## src/hdl/cwpc_pkg.sv

```systemverilog
// shared types and constants of the chroma window pixel classifier
// no dependencies; read first by every other file of the block but cwpc_hit_if
`default_nettype none

package cwpc_pkg;

  localparam int PIX_W   = 8;
  localparam int GAIN_W  = 16;
  localparam int BOUND_W = 18;
  localparam int CFG_IDX_W  = 3;
  localparam int CFG_DATA_W = 18;

  // fixed-point conversion to Cr
  localparam int YC_SHIFT = 14;
  localparam int Y_SUM_W  = 22;
  localparam logic [13:0] Y_COEF_R = 14'd4899;
  localparam logic [13:0] Y_COEF_G = 14'd9617;
  localparam logic [13:0] Y_COEF_B = 14'd1868;
  localparam logic [Y_SUM_W-1:0] Y_ROUND = 22'd8192;

  localparam int CR_T_W = 24;
  localparam logic signed [14:0] CR_COEF = 15'sd11682;
  localparam logic signed [CR_T_W-1:0] CR_BIAS = 24'sd2105344;
  localparam int CR_Q_W = CR_T_W - YC_SHIFT;
  localparam logic signed [CR_Q_W-1:0] PIX_MAX = 10'sd255;

  // window test; gains and score in 1/4096 units, window bounds in 1/16 units
  localparam int SCORE_W = 26;
  localparam logic signed [8:0] CHROMA_PIVOT = 9'sd125;
  localparam logic signed [SCORE_W-1:0] PIVOT_SCALED = 26'sd512000;

  localparam logic [GAIN_W-1:0]  RED_GAIN_RST   = 16'd4096;
  localparam logic [GAIN_W-1:0]  GREEN_GAIN_RST = 16'd4096;
  localparam logic [BOUND_W-1:0] RED_LO_RST     = 18'd2320;
  localparam logic [BOUND_W-1:0] RED_HI_RST     = 18'd7520;
  localparam logic [BOUND_W-1:0] GREEN_LO_RST   = 18'd1520;
  localparam logic [BOUND_W-1:0] GREEN_HI_RST   = 18'd1760;

  typedef enum logic [CFG_IDX_W-1:0] {
    REG_RED_GAIN   = 3'd0,
    REG_GREEN_GAIN = 3'd1,
    REG_RED_LO     = 3'd2,
    REG_RED_HI     = 3'd3,
    REG_GREEN_LO   = 3'd4,
    REG_GREEN_HI   = 3'd5
  } cwpc_reg_idx_t;

  // load enables of the two window stages
  typedef struct packed {
    logic load_score;
    logic load_hit;
  } cwpc_stage_ctl_t;

endpackage

`default_nettype wire

```

## src/hdl/cwpc_pix_if.sv

```systemverilog
// valid/ready channel carrying one bgr pixel
// depends on cwpc_pkg
`default_nettype none

interface cwpc_pix_if;
  import cwpc_pkg::*;

  logic             valid;
  logic             ready;
  logic [PIX_W-1:0] blue_value;
  logic [PIX_W-1:0] green_value;
  logic [PIX_W-1:0] red_value;

  modport source (output valid, blue_value, green_value, red_value, input ready);
  modport sink   (input valid, blue_value, green_value, red_value, output ready);
endinterface

`default_nettype wire

```

## src/hdl/cwpc_hit_if.sv

```systemverilog
// valid/ready channel carrying the red and green mask bits
// no dependencies
`default_nettype none

interface cwpc_hit_if;
  logic valid;
  logic ready;
  logic red_hit;
  logic green_hit;

  modport source (output valid, red_hit, green_hit, input ready);
  modport sink   (input valid, red_hit, green_hit, output ready);
endinterface

`default_nettype wire

```

## src/hdl/cwpc_window.sv

```systemverilog
// gain scaling of cr and exclusive window test for one color, two register stages
// depends on cwpc_pkg
`default_nettype none

module cwpc_window (
  input  wire logic                              clk,
  input  wire cwpc_pkg::cwpc_stage_ctl_t         ctl,
  input  wire logic [cwpc_pkg::PIX_W-1:0]        cr,
  input  wire logic [cwpc_pkg::GAIN_W-1:0]       gain,
  input  wire logic [cwpc_pkg::BOUND_W-1:0]      low_bound,
  input  wire logic [cwpc_pkg::BOUND_W-1:0]      high_bound,
  output logic                                   hit
);
  import cwpc_pkg::*;

  logic signed [8:0]         cr_diff;
  logic signed [GAIN_W:0]    gain_s;
  logic signed [SCORE_W-1:0] score_nxt;
  logic signed [SCORE_W-1:0] score_r;
  logic signed [SCORE_W-1:0] low_scaled;
  logic signed [SCORE_W-1:0] high_scaled;
  logic                      hit_nxt;
  logic                      hit_r;

  assign cr_diff   = $signed({1'b0, cr}) - CHROMA_PIVOT;
  assign gain_s    = $signed({1'b0, gain});
  assign score_nxt = SCORE_W'(cr_diff) * SCORE_W'(gain_s) + PIVOT_SCALED;

  assign low_scaled  = $signed({low_bound, 8'd0});
  assign high_scaled = $signed({high_bound, 8'd0});
  assign hit_nxt     = (score_r > low_scaled) && (score_r < high_scaled);

  always_ff @(posedge clk) begin
    if (ctl.load_score) begin
      score_r <= score_nxt;
    end
    if (ctl.load_hit) begin
      hit_r <= hit_nxt;
    end
  end

  assign hit = hit_r;

endmodule

`default_nettype wire

```

## src/hdl/chroma_window_pixel_classifier.sv

```systemverilog
// Chroma window pixel classifier, top level.
// Depends on cwpc_pkg, cwpc_pix_if, cwpc_hit_if and cwpc_window.
//
// Usage:
//   in_px   valid/ready channel, one bgr pixel per transaction
//   out_hit valid/ready channel, red_hit and green_hit per transaction
//   cfg_*   write port for gains and window bounds, written while idle
// Each pixel gives exactly one result. The datapath is a four-stage
// pipeline: luma, cr with saturation, gain multiply, window compare.
// out_hit.valid rises once the pixel has passed the luma, cr, score and
// hit registers in that order; a low out_hit.ready can hold it on the way.
// Throughput is one pixel per cycle while out_hit.ready stays high; the
// multipliers of the gain stage and the luma sum set the stage depth.
// Reset clears all valid bits and loads the default gains (1.0) and
// window bounds; no result is pending afterwards.
// When the receiver holds out_hit.ready low, the result stays in the
// output register and earlier stages keep filling their empty slots;
// in_px.ready drops only once every stage holds a pixel.
`default_nettype none

module chroma_window_pixel_classifier (
  input  wire logic                            clk,
  input  wire logic                            rst_n,
  cwpc_pix_if.sink                             in_px,
  cwpc_hit_if.source                           out_hit,
  input  wire logic                            cfg_we,
  input  wire logic [cwpc_pkg::CFG_IDX_W-1:0]  cfg_index,
  input  wire logic [cwpc_pkg::CFG_DATA_W-1:0] cfg_data
);
  import cwpc_pkg::*;

  logic [GAIN_W-1:0]  red_gain_r;
  logic [GAIN_W-1:0]  green_gain_r;
  logic [BOUND_W-1:0] red_lo_r;
  logic [BOUND_W-1:0] red_hi_r;
  logic [BOUND_W-1:0] green_lo_r;
  logic [BOUND_W-1:0] green_hi_r;

  logic v1_r, v2_r, v3_r, v4_r;
  logic en1, en2, en3, en4;

  logic [Y_SUM_W-1:0]       y_sum;
  logic [PIX_W-1:0]         y_r;
  logic [PIX_W-1:0]         red1_r;
  logic signed [PIX_W:0]    rmy;
  logic signed [CR_T_W-1:0] cr_t;
  logic signed [CR_Q_W-1:0] cr_q;
  logic [PIX_W-1:0]         cr_nxt;
  logic [PIX_W-1:0]         cr_r;

  cwpc_stage_ctl_t win_ctl;

  // configuration registers
  always_ff @(posedge clk) begin
    if (!rst_n) begin
      red_gain_r   <= RED_GAIN_RST;
      green_gain_r <= GREEN_GAIN_RST;
      red_lo_r     <= RED_LO_RST;
      red_hi_r     <= RED_HI_RST;
      green_lo_r   <= GREEN_LO_RST;
      green_hi_r   <= GREEN_HI_RST;
    end else if (cfg_we) begin
      unique case (cwpc_reg_idx_t'(cfg_index))
        REG_RED_GAIN:   red_gain_r   <= cfg_data[GAIN_W-1:0];
        REG_GREEN_GAIN: green_gain_r <= cfg_data[GAIN_W-1:0];
        REG_RED_LO:     red_lo_r     <= cfg_data[BOUND_W-1:0];
        REG_RED_HI:     red_hi_r     <= cfg_data[BOUND_W-1:0];
        REG_GREEN_LO:   green_lo_r   <= cfg_data[BOUND_W-1:0];
        REG_GREEN_HI:   green_hi_r   <= cfg_data[BOUND_W-1:0];
        default: ;
      endcase
    end
  end

  // stage enables, a stage loads when empty or when it drains
  assign en4 = !v4_r || out_hit.ready;
  assign en3 = !v3_r || en4;
  assign en2 = !v2_r || en3;
  assign en1 = !v1_r || en2;
  assign in_px.ready = en1;

  always_ff @(posedge clk) begin
    if (!rst_n) begin
      v1_r <= 1'b0;
      v2_r <= 1'b0;
      v3_r <= 1'b0;
      v4_r <= 1'b0;
    end else begin
      if (en1) v1_r <= in_px.valid;
      if (en2) v2_r <= v1_r;
      if (en3) v3_r <= v2_r;
      if (en4) v4_r <= v3_r;
    end
  end

  // stage 1: luma
  assign y_sum = Y_COEF_R * Y_SUM_W'(in_px.red_value)
               + Y_COEF_G * Y_SUM_W'(in_px.green_value)
               + Y_COEF_B * Y_SUM_W'(in_px.blue_value)
               + Y_ROUND;

  // stage 2: cr with rounding and saturation
  assign rmy    = $signed({1'b0, red1_r}) - $signed({1'b0, y_r});
  assign cr_t   = CR_T_W'(rmy) * CR_T_W'(CR_COEF) + CR_BIAS;
  assign cr_q   = CR_Q_W'(cr_t >>> YC_SHIFT);

  always_comb begin
    priority if (cr_q < 0) begin
      cr_nxt = '0;
    end else if (cr_q > PIX_MAX) begin
      cr_nxt = '1;
    end else begin
      cr_nxt = cr_q[PIX_W-1:0];
    end
  end

  always_ff @(posedge clk) begin
    if (en1) begin
      y_r    <= y_sum[Y_SUM_W-1:YC_SHIFT];
      red1_r <= in_px.red_value;
    end
    if (en2) begin
      cr_r <= cr_nxt;
    end
  end

  // stages 3 and 4: scaling and window compare per color
  assign win_ctl = '{load_score: en3, load_hit: en4};

  cwpc_window u_red_win (
    .clk        (clk),
    .ctl        (win_ctl),
    .cr         (cr_r),
    .gain       (red_gain_r),
    .low_bound  (red_lo_r),
    .high_bound (red_hi_r),
    .hit        (out_hit.red_hit)
  );

  cwpc_window u_green_win (
    .clk        (clk),
    .ctl        (win_ctl),
    .cr         (cr_r),
    .gain       (green_gain_r),
    .low_bound  (green_lo_r),
    .high_bound (green_hi_r),
    .hit        (out_hit.green_hit)
  );

  assign out_hit.valid = v4_r;

endmodule

`default_nettype wire
```

## src/flat_wrapper.sv

```systemverilog
// flat-port wrapper written by rule: the top's interface ports become plain ports
module chroma_window_pixel_classifier_flat import cwpc_pkg::*;
  (clk, rst_n, cfg_we, cfg_index, cfg_data, in_px_valid, in_px_blue_value, in_px_green_value, in_px_red_value, in_px_ready, out_hit_valid, out_hit_red_hit, out_hit_green_hit, out_hit_ready);
  cwpc_pix_if in_px_i ();
  cwpc_hit_if out_hit_i ();
  input  wire logic clk;
  input  wire logic rst_n;
  input  wire logic cfg_we;
  input  wire logic [cwpc_pkg::CFG_IDX_W-1:0] cfg_index;
  input  wire logic [cwpc_pkg::CFG_DATA_W-1:0] cfg_data;
  input wire logic [$bits(in_px_i.valid)-1:0] in_px_valid;
  input wire logic [$bits(in_px_i.blue_value)-1:0] in_px_blue_value;
  input wire logic [$bits(in_px_i.green_value)-1:0] in_px_green_value;
  input wire logic [$bits(in_px_i.red_value)-1:0] in_px_red_value;
  output wire logic [$bits(in_px_i.ready)-1:0] in_px_ready;
  output wire logic [$bits(out_hit_i.valid)-1:0] out_hit_valid;
  output wire logic [$bits(out_hit_i.red_hit)-1:0] out_hit_red_hit;
  output wire logic [$bits(out_hit_i.green_hit)-1:0] out_hit_green_hit;
  input wire logic [$bits(out_hit_i.ready)-1:0] out_hit_ready;
  assign in_px_i.valid = in_px_valid;
  assign in_px_i.blue_value = in_px_blue_value;
  assign in_px_i.green_value = in_px_green_value;
  assign in_px_i.red_value = in_px_red_value;
  assign in_px_ready = in_px_i.ready;
  assign out_hit_valid = out_hit_i.valid;
  assign out_hit_red_hit = out_hit_i.red_hit;
  assign out_hit_green_hit = out_hit_i.green_hit;
  assign out_hit_i.ready = out_hit_ready;
  chroma_window_pixel_classifier u_core (.clk(clk), .rst_n(rst_n), .in_px(in_px_i), .out_hit(out_hit_i), .cfg_we(cfg_we), .cfg_index(cfg_index), .cfg_data(cfg_data));
endmodule
```

## config.mk

```make
export PLATFORM = sky130hd
export DESIGN_NAME = chroma_window_pixel_classifier_flat
export DESIGN_NICKNAME = d
export VERILOG_FILES = /design/src/hdl/cwpc_pkg.sv /design/src/hdl/cwpc_pix_if.sv /design/src/hdl/cwpc_hit_if.sv /design/src/hdl/cwpc_window.sv /design/src/hdl/chroma_window_pixel_classifier.sv /design/src/flat_wrapper.sv
export SDC_FILE = /design/constraint.sdc
export NUM_CORES = 1
export LEC_CHECK = 0
export ABC_AREA = 1
export BUFFER_PORTS_ARGS = -buffer_cell sky130_fd_sc_hd__buf_4
export CORE_MARGIN = 3
export CORE_UTILIZATION = 36
export DETAILED_ROUTE_END_ITERATION = 16
export GPL_TIMING_DRIVEN = 1
export HOLD_SLACK_MARGIN = 0.08
export SYNTH_ARGS = -nofsm -noshare
export SYNTH_HDL_FRONTEND = slang
export SYNTH_SLANG_ARGS = --single-unit
```

## constraint.sdc

```tcl
create_clock -name clk -period 9.75 [get_ports clk]
set_clock_uncertainty 0.2 [all_clocks]
set_input_delay 1.95 -clock clk [delete_from_list [all_inputs] [get_ports clk]]
set_output_delay 1.95 -clock clk [all_outputs]
set_load 0.03 [all_outputs]
```

==> impl_metrics.ini, run 1 <==
[setup_path]
cp.required_ns = 9.78
critPathMaxStageDelay_ns = 0.53
critPathCaptureType = flip-flop
slowest_stage = fa_1
worstSetupStartpointType = input pin
worstRegToRegCells = 29
crit_type = in -> reg
arrival_ns = 8.59
crit_path_max_fanout = 5

[place]
place_inst = 3852
gp_congestion = 0.858
postPlaceCellArea_um2 = 26400
place.detailed.hpwl_mm = 50.0
port_buffers = 53

[global_routing]
grt_usage = 0.175
grt_start_max_net_pins = 107
grt_pass1_vias = 18942
grt_pass1_wl_mm = 101
grt_antenna_before_repair = 0
gr-total-overflow = 0

[sta]
hold_violations = 0
fin_crit_ns = 8.56
relSlewSlack = 0.298
tightest_slew_ns = 1.05
rsz0062_at_grt = false
setup_violations = 0
fmax_ghz = 0.117
post-route-period-util = 0.878
tns_ns = 0
timing.final.max_slew_violations = 0

[clock_network]
cts_resized = 0
clk_latency_ns = 0.49
clk_pin_slew_ns = 0.07
hold_buffers = 0
cts_max_level = 4
post-cts-setup-buffers = 0
cts_tree = built
max-clock-path-buffers = 2
cts_sinks = 186
cts_root_buf = clkbuf_16
numCtsBuffers = 17

[route]
drtAntennaViolNets = 0
drtIter0Drc = 1040
routed_wl_mm = 61.4
drc = 0
vias = 18637
route.detailed.wl_per_inst_um = 15.8
via_per_inst = 4.80
drtPass1Iterations = 6

[layout]
post-route-util = 0.397
final_common_cell = inv_1
layout-drive-gt1-share = 0.0513
antenna_cells = 0
final_cells = 3884
nNetsFinal = 3735
nFillCells = 7018
layout_common_cells = inv_1 (680), ha_1 (424), nand2_1 (403), fa_1 (311), nor2_1 (219)
fin_area_um2 = 27000
syn_to_final_growth_pct = 8.15

[floorplan]
dieArea_um2 = 72600
fp.dieW_um = 269
die_h_um = 269
coreArea_um2 = 68000
io_pins = 54
rows = 95
initial_utilization = 0.367

[synth]
syn_area_per_cell_um2 = 8.57
synth_area_um2 = 25000
yosysSeqAreaShare = 0.180
synth_seq_cells = 186
synth.distinct_cells = 49
synth-warning-count = 0
synth_nets = 3701
syn_inst = 2916

[min_path]
whs_path_depth = 2
hold_class = reg -> reg

[run_status]
status = finished clean

[run]
maxCapViolations = 0
worst max-delay path, delay by kind of cell:
family | cells | cell delay, ns
compound gates | 7 | 1.21
xor+xnor | 2 | 0.23
fa+ha+maj | 11 | 4.45
buf+inv | 7 | 0.43
simple gates | 2 | 0.31
sequential cells by signal (all words and copies together), names as in the netlist, 16 cells and up:
name	flops
u_core.red_gain_r	16
u_core.u_green_win.score_r	26
u_core.green_hi_r	18
u_core.green_gain_r	16
u_core.green_lo_r	18
u_core.u_red_win.score_r	26
u_core.red_hi_r	18
u_core.red_lo_r	18
routing by layer:
| layer | vias to the layer above | routed length [um] | GRT usage |
|---|---|---|---|
| met2 | 382 | 28000 | 0.285 |
| met1 | 8926 | 28800 | 0.239 |
| met5 | - | 0 | 0 |
| met4 | 0 | 1480 | 0.0485 |
| li1 | 9256 | - | - |
| met3 | 73 | 3040 | 0.0304 |
path summary, 6_finish.rpt:
| check | slack (ns) | end | from |
|---|---|---|---|
| worst max-delay path | 1.19 | u_core.y_r[7]$_DFFE_PP_ | in_px_blue_value[2] |
| worst min-delay path | 0.25 | u_core.out_hit.valid$_SDFFE_PN0P_ | u_core.v3_r$_SDFFE_PN0P_ |
| worst max register to register | 2.11 | u_core.u_green_win.score_r[21]$_DFFE_PP_ | u_core.cr_r[0]$_SDFFCE_PN0P_ |
| worst min register to register | 0.25 | u_core.out_hit.valid$_SDFFE_PN0P_ | u_core.v3_r$_SDFFE_PN0P_ |
kinds of logic (layout without fill, tap and decap cells):
kind of cell	after synthesis	count (layout)	share of synthesized area
AOI/OAI and AO/OA	402	402	0.0889
xor gates and xnor gates	76	76	0.0266
adders and majority gates	735	735	0.462
buffers and inverters	741	788	0.111
DFF	186	186	0.180
and+or+nand+nor	776	776	0.131
stage by stage:
stage               worst slack, ns  hold slack, ns
floorplan                      1.22           0.233
global placement              0.732           0.243
detailed placement            0.682           0.247
CTS                            1.18           0.254
global route                  0.808           0.279
finish                         1.19           0.254
Yosys cell counts, drive strengths merged:
library cell | count | area [um2]
clkbuf | 45 | 169
a21oi | 189 | 946
xor2 | 48 | 420
or4 | 2 | 15.0
ha | 424 | 5310
o21a | 1 | 7.51
o21bai | 5 | 37.5
fa | 311 | 6230
o2111ai | 3 | 26.3
dfxtp | 108 | 2160
buf | 7 | 28.8
or3 | 2 | 12.5
nand2 | 426 | 1670
a31o | 1 | 8.76
a211oi | 4 | 30.0
nand3 | 84 | 478
a21boi | 5 | 41.3
a31oi | 11 | 68.8
or2 | 7 | 43.8
xnor2 | 28 | 245
o31ai | 2 | 15.0
o211ai | 29 | 218
clkinv | 4 | 15.0
a2111oi | 2 | 17.5
edfxtp | 78 | 2340
nand4 | 10 | 62.6
o311ai | 1 | 8.76
a21o | 12 | 90.1
inv | 685 | 2570
nor4 | 9 | 62.6
o221ai | 3 | 26.3
o21ai | 133 | 669
nor2 | 223 | 857
a221oi | 1 | 8.76
nor3 | 13 | 70.1
area by class of cell:
type                            instances  area [um2]  share of cell area
Sequential cell                       186        4500               0.167
Inverter                              689        2590              0.0957
Timing Repair Buffer                   67         503              0.0186
Clock buffer                           19         454              0.0168
Multi-Input combinational cell       1989       17700               0.655
Tap cell                              921        1150              0.0427
Clock inverter                         13         123             0.00454
Power of run 1 is left out: the tool's default activity adds up to more than one toggle a clock period on the data nets, which glitch-free logic cannot reach.
==> run 2, diff against run 1 <==
--- a/config.mk
+++ b/config.mk
@@ -7,7 +7,7 @@
 export LEC_CHECK = 0
 export ABC_AREA = 1
 export BUFFER_PORTS_ARGS = -buffer_cell sky130_fd_sc_hd__buf_4
-export CORE_MARGIN = 3
+export CORE_MARGIN = 8
 export CORE_UTILIZATION = 36
 export DETAILED_ROUTE_END_ITERATION = 16
 export GPL_TIMING_DRIVEN = 1
==> impl_metrics.ini, run 2 (same netlist as run 1, synthesis figures left out) <==
[setup_path]
cp.required_ns = 9.79
worstSetupStartpointType = input pin
reg2reg_slack_ns = 2.06
critPathMaxStageDelay_ns = 0.52
crit_path_max_fanout = 5
arrival_ns = 8.54
slowest_stage = fa_1
rr_startpoint = u_core.cr_r[0]$_SDFFCE_PN0P_
crit_path_start = in_px_blue_value[2]
critPathCaptureType = flip-flop
worstRegToRegCells = 30
cp-endpoint = u_core.y_r[7]$_DFFE_PP_
worstReg2RegEnd = u_core.u_green_win.score_r[21]$_DFFE_PP_
crit_type = in -> reg

[layout]
nNetsFinal = 3735
layout-drive-gt1-share = 0.0513
syn_to_final_growth_pct = 8.31
top_regs = u_core.u_green_win.score_r: 26 flops, u_core.u_red_win.score_r: 26 flops
layout_common_cells = inv_1 (680), ha_1 (424), nand2_1 (403), fa_1 (311), nor2_1 (219)
final_common_cell = inv_1

[clock_network]
cts_max_level = 4
numCtsBuffers = 17
cts_resized = 0
clk_pin_slew_ns = 0.08
post-cts-setup-buffers = 0
cts_sinks = 186
hold_buffers = 0
cts_tree = built
max-clock-path-buffers = 2
clk_latency_ns = 0.48
cts_root_buf = clkbuf_16

[sta]
timing.final.max_slew_violations = 0
tightest_slew_ns = 1.05
tns_ns = 0
rsz0062_at_grt = false
relSlewSlack = 0.297
setup_violations = 0
fmax_ghz = 0.118
hold_violations = 0
fin_crit_ns = 8.51
post-route-period-util = 0.872

[floorplan]
initial_utilization = 0.364
rows = 96
io_pins = 54
fp.dieW_um = 279
coreArea_um2 = 68700
dieArea_um2 = 78100
die_h_um = 279

[global_routing]
grt_start_max_net_pins = 107
grt_antenna_before_repair = 1
grt_pass1_wl_mm = 100
grt_pass1_vias = 19011
gr-total-overflow = 0
grt_usage = 0.161

[run]
maxCapViolations = 0

[route]
vias = 18693
via_per_inst = 4.80
routed_wl_mm = 61.8
drc = 0
drtAntennaViolNets = 0
route.detailed.wl_per_inst_um = 15.9
drtIter0Drc = 1055
drtPass1Iterations = 7

[place]
port_buffers = 53
gp_congestion = 0.854
place.detailed.hpwl_mm = 50.4

[min_path]
hold_class = reg -> reg

[run_status]
status = finished clean
run 2: cell types whose count changed in the layout (fill, tap and decap cells not counted), sizes merged:
cell    delta
bufinv     +1
clkbuf     -1
diode      +1
run 2: worst min-delay path by stage:
stage / startpoint / cells after the start / end / slack (ns)
global route: u_core.green_lo_r[11]$_SDFFE_PN0P_ / 2 / u_core.green_lo_r[11]$_SDFFE_PN0P_ / 0.28
finish: u_core.green_hi_r[15]$_SDFFE_PN0P_ / 2 / u_core.green_hi_r[15]$_SDFFE_PN0P_ / 0.26
global placement: u_core.v2_r$_SDFFE_PN0P_ / 2 / u_core.v3_r$_SDFFE_PN0P_ / 0.24
detailed placement: u_core.green_hi_r[15]$_SDFFE_PN0P_ / 2 / u_core.green_hi_r[15]$_SDFFE_PN0P_ / 0.25
CTS: u_core.green_hi_r[15]$_SDFFE_PN0P_ / 2 / u_core.green_hi_r[15]$_SDFFE_PN0P_ / 0.26
floorplan: u_core.red_lo_r[1]$_SDFFE_PN0P_ / 2 / u_core.red_lo_r[1]$_SDFFE_PN0P_ / 0.23
run 2: metal layers:
metal / track usage / vias up / wire length, um
met5: 0 / - / 0
met4: 0.0465 / 0 / 1510
met3: 0.0294 / 84 / 3120
met2: 0.269 / 395 / 28800
met1: 0.213 / 8978 / 28400
li1: - / 9236 / -
run 2: worst max-delay path, delay by kind of cell:
family,cells,cell delay (ns)
adders and majority gates,11,4.43
AOI/OAI and AO/OA,7,1.21
buffers and inverters,7,0.41
and+or+nand+nor,2,0.29
xor gates and xnor gates,2,0.23
run 2: through the flow:
| step | area [um2] | util | hold WS (ns) | instances | setup WS, ns |
|---|---|---|---|---|---|
| 2_1_floorplan | 25000 | - | 0.233 | 2916 | 1.22 |
| 3_3_place_gp | 26400 | 0.385 | 0.243 | 3862 | 0.720 |
| 3_5_place_dp | 26400 | 0.385 | 0.251 | 3862 | 0.782 |
| 4_1_cts | 27100 | 0.394 | 0.263 | 3894 | 1.27 |
| 5_1_grt | 27100 | 0.394 | 0.279 | 3894 | 1.01 |
| 6_report | 27100 | 0.394 | 0.260 | 3895 | 1.24 |
run 2: area by class of cell:
class | count | area (um2)
clock buffers | 18 | 429
fillers | 7125 | 41700
clock inverters | 14 | 174
well taps | 931 | 1160
diodes | 1 | 2.50
flip-flops and latches | 186 | 4500
inverters | 689 | 2590
multi-input cells | 1989 | 17700
repair buffers | 67 | 503
Power of run 2 is left out for the same reason.
